<file path="src/hw/rtl/e2c_pkg.sv">
// ----------------------------------------------------------------------------
// e2c_pkg
// Shared constants and helpers for the epoch to civil date and time pipeline.
// ----------------------------------------------------------------------------
package e2c_pkg;

   localparam int NUM_STAGES = 8;

   localparam int EPOCH_W = 32;
   localparam int YEAR_W  = 12;
   localparam int MONTH_W = 4;
   localparam int DOM_W   = 5;
   localparam int HOUR_W  = 5;
   localparam int MIN_W   = 6;
   localparam int SEC_W   = 6;

   localparam int DAY_W   = 16;
   localparam int SOD_W   = 17;
   localparam int IC_W    = 18;
   localparam int YOE_W   = 9;
   localparam int DOY_W   = 9;
   localparam int MP_W    = 4;

   // Reciprocal constants for exact floor division over the given input ranges.
   localparam logic [25:0] RCP_DAY   = 26'd50903317;
   localparam int          SH_DAY    = 35;
   localparam logic [13:0] RCP_HOUR  = 14'd9321;
   localparam int          SH_HOUR   = 21;
   localparam logic [10:0] RCP_MIN   = 11'd1093;
   localparam int          SH_MIN    = 14;
   localparam logic [16:0] RCP_QUAD  = 17'd91930;
   localparam int          SH_QUAD   = 25;
   localparam logic [18:0] RCP_YEAR  = 19'd367720;
   localparam int          SH_YEAR   = 27;
   localparam logic [11:0] RCP_MONTH = 12'd3427;
   localparam int          SH_MONTH  = 19;

   localparam logic [19:0] SHIFT_TO_MARCH0 = 20'd719468;
   localparam logic [19:0] FOUR_CYCLES     = 20'd584388;
   localparam logic [19:0] FIVE_CYCLES     = 20'd730485;
   localparam logic [17:0] CENTURY_1       = 18'd36524;
   localparam logic [17:0] CENTURY_2       = 18'd73048;
   localparam logic [17:0] CENTURY_3       = 18'd109572;
   localparam logic [17:0] LAST_DAY_CYCLE  = 18'd146096;

   // First day of each month counted from March 1.
   function automatic logic [DOY_W-1:0] month_start(input logic [MP_W-1:0] mp);
      logic [DOY_W-1:0] r;
      case (mp)
         4'd0:    r = 9'd0;
         4'd1:    r = 9'd31;
         4'd2:    r = 9'd61;
         4'd3:    r = 9'd92;
         4'd4:    r = 9'd122;
         4'd5:    r = 9'd153;
         4'd6:    r = 9'd184;
         4'd7:    r = 9'd214;
         4'd8:    r = 9'd245;
         4'd9:    r = 9'd275;
         4'd10:   r = 9'd306;
         4'd11:   r = 9'd337;
         default: r = 9'd0;
      endcase
      return r;
   endfunction

endpackage

</file>
<file path="src/hw/rtl/e2c_front.sv">
// ----------------------------------------------------------------------------
// e2c_front
// First two stages: day number, its seconds product and the day within the
// 400-year cycle counted from March 1.
// ----------------------------------------------------------------------------
module e2c_front
   import e2c_pkg::*;
(
   input  logic               clock,
   input  logic [1:0]         en,
   input  logic [EPOCH_W-1:0] epoch_seconds,
   output logic [EPOCH_W-1:0] t_s2,
   output logic [EPOCH_W-1:0] day_secs_s2,
   output logic [IC_W-1:0]    ic_s2,
   output logic               cyc_hi_s2
);

   logic [EPOCH_W-1:0] t_s1_ff, t_s1_in;
   logic [50:0]        pday_ff, pday_in;

   logic [EPOCH_W-1:0] t_s2_ff, t_s2_in;
   logic [EPOCH_W-1:0] dsec_ff, dsec_in;
   logic [IC_W-1:0]    ic_ff, ic_in;
   logic               cyc_hi_ff, cyc_hi_in;

   logic [DAY_W-1:0]   day;
   logic [19:0]        shifted;

   always_comb begin
      t_s1_in = epoch_seconds;
      pday_in = 51'(epoch_seconds[31:7]) * 51'(RCP_DAY);
   end

   always_comb begin
      day       = DAY_W'(pday_ff >> SH_DAY);
      t_s2_in   = t_s1_ff;
      dsec_in   = EPOCH_W'(EPOCH_W'(day) * EPOCH_W'(86400));
      shifted   = 20'(day) + SHIFT_TO_MARCH0;
      cyc_hi_in = (shifted >= FIVE_CYCLES);
      ic_in     = IC_W'(shifted - (cyc_hi_in ? FIVE_CYCLES : FOUR_CYCLES));
   end

   always_ff @(posedge clock) begin
      if (en[0]) begin
         t_s1_ff <= t_s1_in;
         pday_ff <= pday_in;
      end
      if (en[1]) begin
         t_s2_ff   <= t_s2_in;
         dsec_ff   <= dsec_in;
         ic_ff     <= ic_in;
         cyc_hi_ff <= cyc_hi_in;
      end
   end

   assign t_s2        = t_s2_ff;
   assign day_secs_s2 = dsec_ff;
   assign ic_s2       = ic_ff;
   assign cyc_hi_s2   = cyc_hi_ff;

endmodule

</file>
<file path="src/hw/rtl/e2c_tod.sv">
// ----------------------------------------------------------------------------
// e2c_tod
// Time-of-day stages: hour, minute and second from the seconds within the day.
// ----------------------------------------------------------------------------
module e2c_tod
   import e2c_pkg::*;
(
   input  logic               clock,
   input  logic [5:0]         en,
   input  logic [EPOCH_W-1:0] t_s2,
   input  logic [EPOCH_W-1:0] day_secs_s2,
   output logic [HOUR_W-1:0]  hour,
   output logic [MIN_W-1:0]   minute,
   output logic [SEC_W-1:0]   second
);

   logic [SOD_W-1:0]  sod_ff, sod_in;
   logic [26:0]       ph_ff, ph_in;

   logic [HOUR_W-1:0] hr4_ff, hr4_in;
   logic [11:0]       remh4_ff, remh4_in;

   logic [HOUR_W-1:0] hr5_ff;
   logic [11:0]       remh5_ff;
   logic [20:0]       pm_ff, pm_in;

   logic [HOUR_W-1:0] hr6_ff, hr7_ff, hr8_ff;
   logic [MIN_W-1:0]  mn6_ff, mn6_in, mn7_ff, mn8_ff;
   logic [SEC_W-1:0]  sc6_ff, sc6_in, sc7_ff, sc8_ff;

   always_comb begin
      sod_in = SOD_W'(t_s2 - day_secs_s2);
      ph_in  = 27'(sod_in[16:4]) * 27'(RCP_HOUR);
   end

   always_comb begin
      hr4_in   = HOUR_W'(ph_ff >> SH_HOUR);
      remh4_in = 12'(sod_ff - SOD_W'(SOD_W'(hr4_in) * SOD_W'(3600)));
   end

   assign pm_in = 21'(remh4_ff[11:2]) * 21'(RCP_MIN);

   always_comb begin
      mn6_in = MIN_W'(pm_ff >> SH_MIN);
      sc6_in = SEC_W'(remh5_ff - 12'(12'(mn6_in) * 12'd60));
   end

   always_ff @(posedge clock) begin
      if (en[0]) begin
         sod_ff <= sod_in;
         ph_ff  <= ph_in;
      end
      if (en[1]) begin
         hr4_ff   <= hr4_in;
         remh4_ff <= remh4_in;
      end
      if (en[2]) begin
         hr5_ff   <= hr4_ff;
         remh5_ff <= remh4_ff;
         pm_ff    <= pm_in;
      end
      if (en[3]) begin
         hr6_ff <= hr5_ff;
         mn6_ff <= mn6_in;
         sc6_ff <= sc6_in;
      end
      if (en[4]) begin
         hr7_ff <= hr6_ff;
         mn7_ff <= mn6_ff;
         sc7_ff <= sc6_ff;
      end
      if (en[5]) begin
         hr8_ff <= hr7_ff;
         mn8_ff <= mn7_ff;
         sc8_ff <= sc7_ff;
      end
   end

   assign hour   = hr8_ff;
   assign minute = mn8_ff;
   assign second = sc8_ff;

endmodule

</file>
<file path="src/hw/rtl/e2c_date.sv">
// ----------------------------------------------------------------------------
// e2c_date
// Calendar stages: year of era, day of year, month and day from the day
// within the 400-year cycle.
// ----------------------------------------------------------------------------
module e2c_date
   import e2c_pkg::*;
(
   input  logic               clock,
   input  logic [5:0]         en,
   input  logic [IC_W-1:0]    ic_s2,
   input  logic               cyc_hi_s2,
   output logic [YEAR_W-1:0]  year,
   output logic [MONTH_W-1:0] month,
   output logic [DOM_W-1:0]   day_of_month
);

   logic [IC_W-1:0]   ic3_ff, ic4_ff, ic5_ff;
   logic              hi3_ff, hi4_ff, hi5_ff, hi6_ff, hi7_ff;
   logic [32:0]       pq_ff, pq_in;
   logic [2:0]        cen_ff, cen_in;
   logic              last_ff, last_in;

   logic [IC_W-1:0]   num_ff, num_in;
   logic [6:0]        quads;

   logic [36:0]       py_ff, py_in;

   logic [YOE_W-1:0]  yoe_in, yoe6_ff, yoe7_ff;
   logic [1:0]        c100;
   logic [DOY_W-1:0]  doy6_ff, doy6_in, doy7_ff;

   logic [10:0]       mpn;
   logic [22:0]       pmp_ff, pmp_in;

   logic [MP_W-1:0]   mp;
   logic [MONTH_W-1:0] mon_in;
   logic [YEAR_W-1:0] yr_in;
   logic [DOM_W-1:0]  dom_in;
   logic [YEAR_W-1:0] yr_ff;
   logic [MONTH_W-1:0] mon_ff;
   logic [DOM_W-1:0]  dom_ff;

   always_comb begin
      pq_in   = 33'(ic_s2[17:2]) * 33'(RCP_QUAD);
      cen_in  = 3'(ic_s2 >= CENTURY_1) + 3'(ic_s2 >= CENTURY_2) +
                3'(ic_s2 >= CENTURY_3) + 3'(ic_s2 >= LAST_DAY_CYCLE);
      last_in = (ic_s2 == LAST_DAY_CYCLE);
   end

   always_comb begin
      quads  = 7'(pq_ff >> SH_QUAD);
      num_in = IC_W'(ic3_ff - IC_W'(quads) + IC_W'(cen_ff) - IC_W'(last_ff));
   end

   assign py_in = 37'(num_ff) * 37'(RCP_YEAR);

   always_comb begin
      yoe_in  = YOE_W'(py_ff >> SH_YEAR);
      c100    = 2'(yoe_in >= 9'd100) + 2'(yoe_in >= 9'd200) + 2'(yoe_in >= 9'd300);
      doy6_in = DOY_W'(ic5_ff - (IC_W'(IC_W'(yoe_in) * IC_W'(365)) +
                                 IC_W'(yoe_in >> 2) - IC_W'(c100)));
   end

   always_comb begin
      mpn    = 11'(11'(doy6_ff) * 11'd5 + 11'd2);
      pmp_in = 23'(mpn) * 23'(RCP_MONTH);
   end

   always_comb begin
      mp     = MP_W'(pmp_ff >> SH_MONTH);
      dom_in = DOM_W'(doy7_ff - month_start(mp) + 9'd1);
      mon_in = (mp < 4'd10) ? MONTH_W'(mp + 4'd3) : MONTH_W'(mp - 4'd9);
      yr_in  = YEAR_W'(yoe7_ff) + (hi7_ff ? 12'd2000 : 12'd1600) +
               12'(mon_in <= 4'd2);
   end

   always_ff @(posedge clock) begin
      if (en[0]) begin
         ic3_ff  <= ic_s2;
         hi3_ff  <= cyc_hi_s2;
         pq_ff   <= pq_in;
         cen_ff  <= cen_in;
         last_ff <= last_in;
      end
      if (en[1]) begin
         ic4_ff <= ic3_ff;
         hi4_ff <= hi3_ff;
         num_ff <= num_in;
      end
      if (en[2]) begin
         ic5_ff <= ic4_ff;
         hi5_ff <= hi4_ff;
         py_ff  <= py_in;
      end
      if (en[3]) begin
         hi6_ff  <= hi5_ff;
         yoe6_ff <= yoe_in;
         doy6_ff <= doy6_in;
      end
      if (en[4]) begin
         hi7_ff  <= hi6_ff;
         yoe7_ff <= yoe6_ff;
         doy7_ff <= doy6_ff;
         pmp_ff  <= pmp_in;
      end
      if (en[5]) begin
         yr_ff  <= yr_in;
         mon_ff <= mon_in;
         dom_ff <= dom_in;
      end
   end

   assign year         = yr_ff;
   assign month        = mon_ff;
   assign day_of_month = dom_ff;

endmodule

</file>
<file path="src/hw/rtl/epoch_to_civil_datetime.sv">
// ----------------------------------------------------------------------------
// epoch_to_civil_datetime
// Converts a 32-bit count of UTC seconds since 1970-01-01 into a Gregorian
// date and time of day.
// ----------------------------------------------------------------------------
// A word on the req_ channel carries one unsigned seconds count. For every
// accepted word the rsp_ channel returns exactly one word with year, month,
// day of month, hour, minute and second, in the order the requests came in.
// Both channels use a valid/ready handshake.
// The datapath is an eight-stage pipeline, one constant multiplication or
// comparable step per stage. A new word is accepted every cycle unless a
// stall from the receiver has filled every stage.
// When the receiver stalls, the last stage holds its word and earlier stages
// keep moving until they meet an occupied stage, so empty slots fill up before
// req_ready drops. Nothing is lost or repeated across a stall.
// Reset clears all stage valid bits; the block is ready in the cycle after
// reset is released. The conversion keeps no other state.
// ----------------------------------------------------------------------------
module epoch_to_civil_datetime
   import e2c_pkg::*;
(
   input  logic               clock,
   input  logic               reset,
   input  logic               req_valid,
   output logic               req_ready,
   input  logic [EPOCH_W-1:0] req_epoch_seconds,
   output logic               rsp_valid,
   input  logic               rsp_ready,
   output logic [YEAR_W-1:0]  rsp_year,
   output logic [MONTH_W-1:0] rsp_month,
   output logic [DOM_W-1:0]   rsp_day_of_month,
   output logic [HOUR_W-1:0]  rsp_hour,
   output logic [MIN_W-1:0]   rsp_minute,
   output logic [SEC_W-1:0]   rsp_second
);

   logic [NUM_STAGES-1:0] vld_ff, vld_in;
   logic [NUM_STAGES-1:0] en;

   logic [EPOCH_W-1:0]    t_s2;
   logic [EPOCH_W-1:0]    day_secs_s2;
   logic [IC_W-1:0]       ic_s2;
   logic                  cyc_hi_s2;

   always_comb begin
      en[NUM_STAGES-1] = !vld_ff[NUM_STAGES-1] || rsp_ready;
      for (int s = NUM_STAGES - 2; s >= 0; s--) begin
         en[s] = !vld_ff[s] || en[s+1];
      end
   end

   always_comb begin
      for (int s = 0; s < NUM_STAGES; s++) begin
         if (en[s]) begin
            vld_in[s] = (s == 0) ? req_valid : vld_ff[(s == 0) ? 0 : s - 1];
         end else begin
            vld_in[s] = vld_ff[s];
         end
      end
   end

   always_ff @(posedge clock) begin
      if (reset) begin
         vld_ff <= '0;
      end else begin
         vld_ff <= vld_in;
      end
   end

   assign req_ready = en[0];
   assign rsp_valid = vld_ff[NUM_STAGES-1];

   e2c_front u_front (
      .clock         (clock),
      .en            (en[1:0]),
      .epoch_seconds (req_epoch_seconds),
      .t_s2          (t_s2),
      .day_secs_s2   (day_secs_s2),
      .ic_s2         (ic_s2),
      .cyc_hi_s2     (cyc_hi_s2)
   );

   e2c_tod u_tod (
      .clock       (clock),
      .en          (en[7:2]),
      .t_s2        (t_s2),
      .day_secs_s2 (day_secs_s2),
      .hour        (rsp_hour),
      .minute      (rsp_minute),
      .second      (rsp_second)
   );

   e2c_date u_date (
      .clock        (clock),
      .en           (en[7:2]),
      .ic_s2        (ic_s2),
      .cyc_hi_s2    (cyc_hi_s2),
      .year         (rsp_year),
      .month        (rsp_month),
      .day_of_month (rsp_day_of_month)
   );

   a_ready_blocked: assert property (@(posedge clock) disable iff (reset)
      !req_ready |-> (vld_ff[0] && !en[1]))
      else $error("req_ready low while the first stage could move");

   a_full_when_blocked: assert property (@(posedge clock) disable iff (reset)
      !req_ready |-> ($countones(vld_ff) == NUM_STAGES))
      else $error("input blocked with an empty stage in the pipeline");

   a_month_range: assert property (@(posedge clock) disable iff (reset)
      rsp_valid |-> (rsp_month >= 4'd1 && rsp_month <= 4'd12 &&
                     rsp_day_of_month != 5'd0))
      else $error("month or day of month out of range");

   a_time_range: assert property (@(posedge clock) disable iff (reset)
      rsp_valid |-> (rsp_hour <= 5'd23 && rsp_minute <= 6'd59 && rsp_second <= 6'd59))
      else $error("time of day out of range");

   a_year_range: assert property (@(posedge clock) disable iff (reset)
      rsp_valid |-> (rsp_year >= 12'd1970 && rsp_year <= 12'd2106))
      else $error("year out of range");

endmodule

</file>
<file path="config.mk">
export PLATFORM = sky130hd
export DESIGN_NAME = epoch_to_civil_datetime
export DESIGN_NICKNAME = d
export VERILOG_FILES = /design/src/hw/rtl/e2c_pkg.sv /design/src/hw/rtl/e2c_front.sv /design/src/hw/rtl/e2c_tod.sv /design/src/hw/rtl/e2c_date.sv /design/src/hw/rtl/epoch_to_civil_datetime.sv
export SDC_FILE = /design/constraint.sdc
export NUM_CORES = 2
export LEC_CHECK = 0
export ABC_AREA = 1
export BUFFER_PORTS_ARGS = -buffer_cell sky130_fd_sc_hd__buf_4
export CAP_MARGIN = 20
export CORE_MARGIN = 1
export CORE_UTILIZATION = 45
export CTS_CLUSTER_DIAMETER = 40
export CTS_CLUSTER_SIZE = 10
export DETAILED_ROUTE_END_ITERATION = 6
export PLACE_DENSITY = 0.66
export SYNTH_ARGS = -nofsm -noshare
export SYNTH_HDL_FRONTEND = slang
export SYNTH_SLANG_ARGS = --single-unit
</file>
<file path="constraint.sdc">
create_clock -name clock -period 16.78 [get_ports clock]
set_input_delay 2.517 -clock clock [delete_from_list [all_inputs] [get_ports clock]]
set_output_delay 2.517 -clock clock [all_outputs]
set_load 0.01 [all_outputs]
</file>
==> flow_summary_export.csv <==
group,metric,value,unit
status,outcome,"completed",
sta,worst_slew_pin_slew,1030,ps
layout,mostFrequentLayoutCells,"1043 x inv_1, 968 x ha_1, 485 x fa_1",
floorplan,initial_utilization,45.4,%
logic_synthesis,synth.top_cell.area_share,28.0,%
logic_synthesis,yosys.area.top_type,"ha_1",
layout,drive_above_1_share,4.35,%
detailed_routing,drtAntennaViolNets,0,
placement,globalplace.congestion,0.899,
worst_hold_path,hold_class,"reg2reg",
detailed_routing,drt_drc_violations_left,0,
floorplan,core,95200,µm²
sta,setup_viol,0,
job,maxCapViolCount,0,
global_route,gr-usage-all-layers,18.9,%
worst_setup_path,r2r_slack,9550,ps
detailed_routing,vias,28400,
worst_setup_path,startpoint,"rsp_ready",
global_route,antenna_found_initial,3,
logic_synthesis,ys_top_cells_by_area,"ha_1 28%, fa_1 22%, edfxtp_1 22%, inv_1 9.1%, nand2_1 3.9%",
worst_setup_path,cp-end-kind,"primary output",
detailed_routing,viasPerCell,4.94,
clock_network,cts_tree,"built",
sta,post-route-period-util,53.2,%
worst_setup_path,critPathRequiredTime,14260,ps
sta,timing.final.ws_setup,7850,ps
logic_synthesis,synth_async_sr_flop_share,0,%
logic_synthesis,ys_ff_latch,330,
sta,drv_slew,0,
logic_synthesis,synth-seq-area-share,22.6,%
worst_setup_path,crit_fanout,49,
logic_synthesis,synth-edff-count,317,
detailed_routing,drt_iter0_drc,1433,
clock_network,clock-sinks,330,
worst_hold_path,holdCritStartpoint,"u_front.t_s2[2]$_DFFE_PP_",
sta,max_slew_margin,31.6,%
global_route,grt_pass1_vias,29600,
layout,antenna_cells,0,
clock_network,cts.clk_slew.worst_paths,50,ps
layout,fillCellCount,8716,
clock_network,cts_hold_buffers,0,
sta,fin_skew,49.7,ps
detailed_routing,drt_wl_total,89.0,mm
global_route,grt_max_degree,50,
logic_synthesis,yosysUniqueCellTypes,52,
detailed_routing,routedWlPerCell,15.5,µm
floorplan,io_pins,76,
logic_synthesis,ys.flop_type,"edfxtp_1",
layout,syn_to_final_growth,8.71,%
floorplan,die_width,312,µm
clock_network,insertion_delay,580,ps
placement,dp_slack,7720,ps
global_route,grt.overflow.total,0,
layout,mostFrequentLayoutCell,"inv_1",
sta,min_period,8930,ps
sta,hold_viol_final,0,
clock_network,htree_levels,2,
floorplan,dieHeight,312,µm
layout,final_nets,5935,
detailed_routing,drt_pass1_iterations,5,
clock_network,cts_resized,0,
layout,fin_util,49.4,%
logic_synthesis,yosys_warnings,0,
placement,port_buffers,75,
clock_network,cts-buffers-inserted,49,
sta,rsz0062_at_grt,"false",
sta,maxClockFrequency,0.112,GHz
placement,place_hpwl,76.2,mm
clock_network,clock_path_buffers,3,
clock_network,postCtsSetupBuffers,0,
logic_synthesis,syn-num-nets,5806,
worst_setup_path,worstSetupPathType,"in2out",
logic_synthesis,syn_area,43200,µm²
logic_synthesis,syn_inst,4317,
logic_synthesis,syn_area_per_cell,10.0,µm²
clock_network,cts-root-buf,"clkbuf_16",
floorplan,die_area,97300,µm²
worst_setup_path,crit_path_start_kind,"primary input",
worst_setup_path,cp.arrival,6420,ps
sta,fin_hold_ws,393,ps
sta,final.setup.tns,0,ps
worst_setup_path,r2r-start,"u_date.doy6_ff[1]$_DFFE_PP_",
floorplan,rows,113,
global_route,grt_pass1_wl,149,mm
## cell usage after synthesis, types with 3 or more instances
library cell	number
nand4_1	37
inv_1	1044
nand2_4	4
a21oi_1	220
nor2_1	179
o211ai_1	4
o21bai_1	19
ha_1	968
xnor2_1	51
and2_1	6
o21ai_1	3
a21boi_0	6
xor2_1	108
a31oi_1	18
o21a_1	10
nand3b_1	10
o21ai_0	129
o31ai_1	5
a21o_1	20
dfxtp_1	13
edfxtp_1	317
nand2_1	452
nor2_2	6
nor4_1	5
nor3_1	37
nor2_4	4
inv_2	7
nand2_2	10
nand3_1	109
a211oi_1	5
fa_1	485
## final timing paths
path                          endpoint  depth (start not counted)
min reg2reg  u_tod.sod_ff[2]$_DFFE_PP_                          0
max                          req_ready                         17
max reg2reg                   register                         30
min          u_tod.sod_ff[2]$_DFFE_PP_                          0
## sequential cells by signal (all words and copies together), names as in the netlist, 9 cells and up, named ones only
register             cells
u_date.year             12
u_date.doy6_ff           9
u_date.yoe6_ff           9
u_date.ic5_ff            9
u_front.day_secs_s2     10
u_front.pday_ff         18
u_front.ic_s2           18
u_date.num_ff           18
u_front.t_s2            17
u_tod.sod_ff             9
u_date.yoe7_ff           9
u_front.t_s1_ff         15
u_date.ic3_ff           18
u_tod.remh4_ff          12
u_date.ic4_ff            9
u_date.py_ff             9
## stage by stage
stage | std cells | instance area, µm²
5_1_grt | 5748 | 47000
4_1_cts | 5748 | 47000
6_report | 5748 | 47000
3_5_place_dp | 5660 | 45400
2_1_floorplan | 4317 | 43200
3_3_place_gp | 5660 | 45400
## critical path, stage by stage
cell and delay [ps]:
buf_4 80, nor2_2 30, inv_2 30, buf_4 420, nor2_8 70, inv_4 390
nor2_4 40, inv_2 560, nor2_2 60, inv_2 620, nor2_4 70, nand2_2 80
buf_4 530, nor2_4 60, nand2_2 70, buf_4 450, buf_4 220
## per-layer routing
| layer | global-route usage, % | vias to the layer above | routed length [µm] |
|---|---|---|---|
| met2 | 33.1 | 446 | 43100 |
| met3 | 2.04 | 118 | 3000 |
| met1 | 25.0 | 13600 | 40900 |
| li1 | - | 14200 | - |
| met5 | 0 | - | 9 |
| met4 | 4.57 | 2 | 2010 |
## cells by family (layout without fill, tap and decap cells)
family | after synthesis | after routing | synth area share (%)
adder cells (fa/ha/maj) | 1453 | 1453 | 50.5
XOR/XNOR | 161 | 161 | 3.32
AND/OR/NAND/NOR | 867 | 867 | 8.66
flip-flops | 330 | 330 | 22.6
buffers and inverters | 1054 | 1220 | 9.15
AO/OA/AOI/OAI | 452 | 452 | 5.80
## cell type report
type	count	area [µm²]	share of cell area, %
Multi-Input combinational cell	2933	29500	62.8
Sequential cell	330	9780	20.8
Inverter	1052	3950	8.40
Tap cell	1265	1580	3.37
Clock buffer	68	1390	2.96
Timing Repair Buffer	80	601	1.28
Clock inverter	20	199	0.423
Power is left out: the tool's default activity adds up to more than one toggle a clock period on the data nets, which glitch-free logic cannot reach.
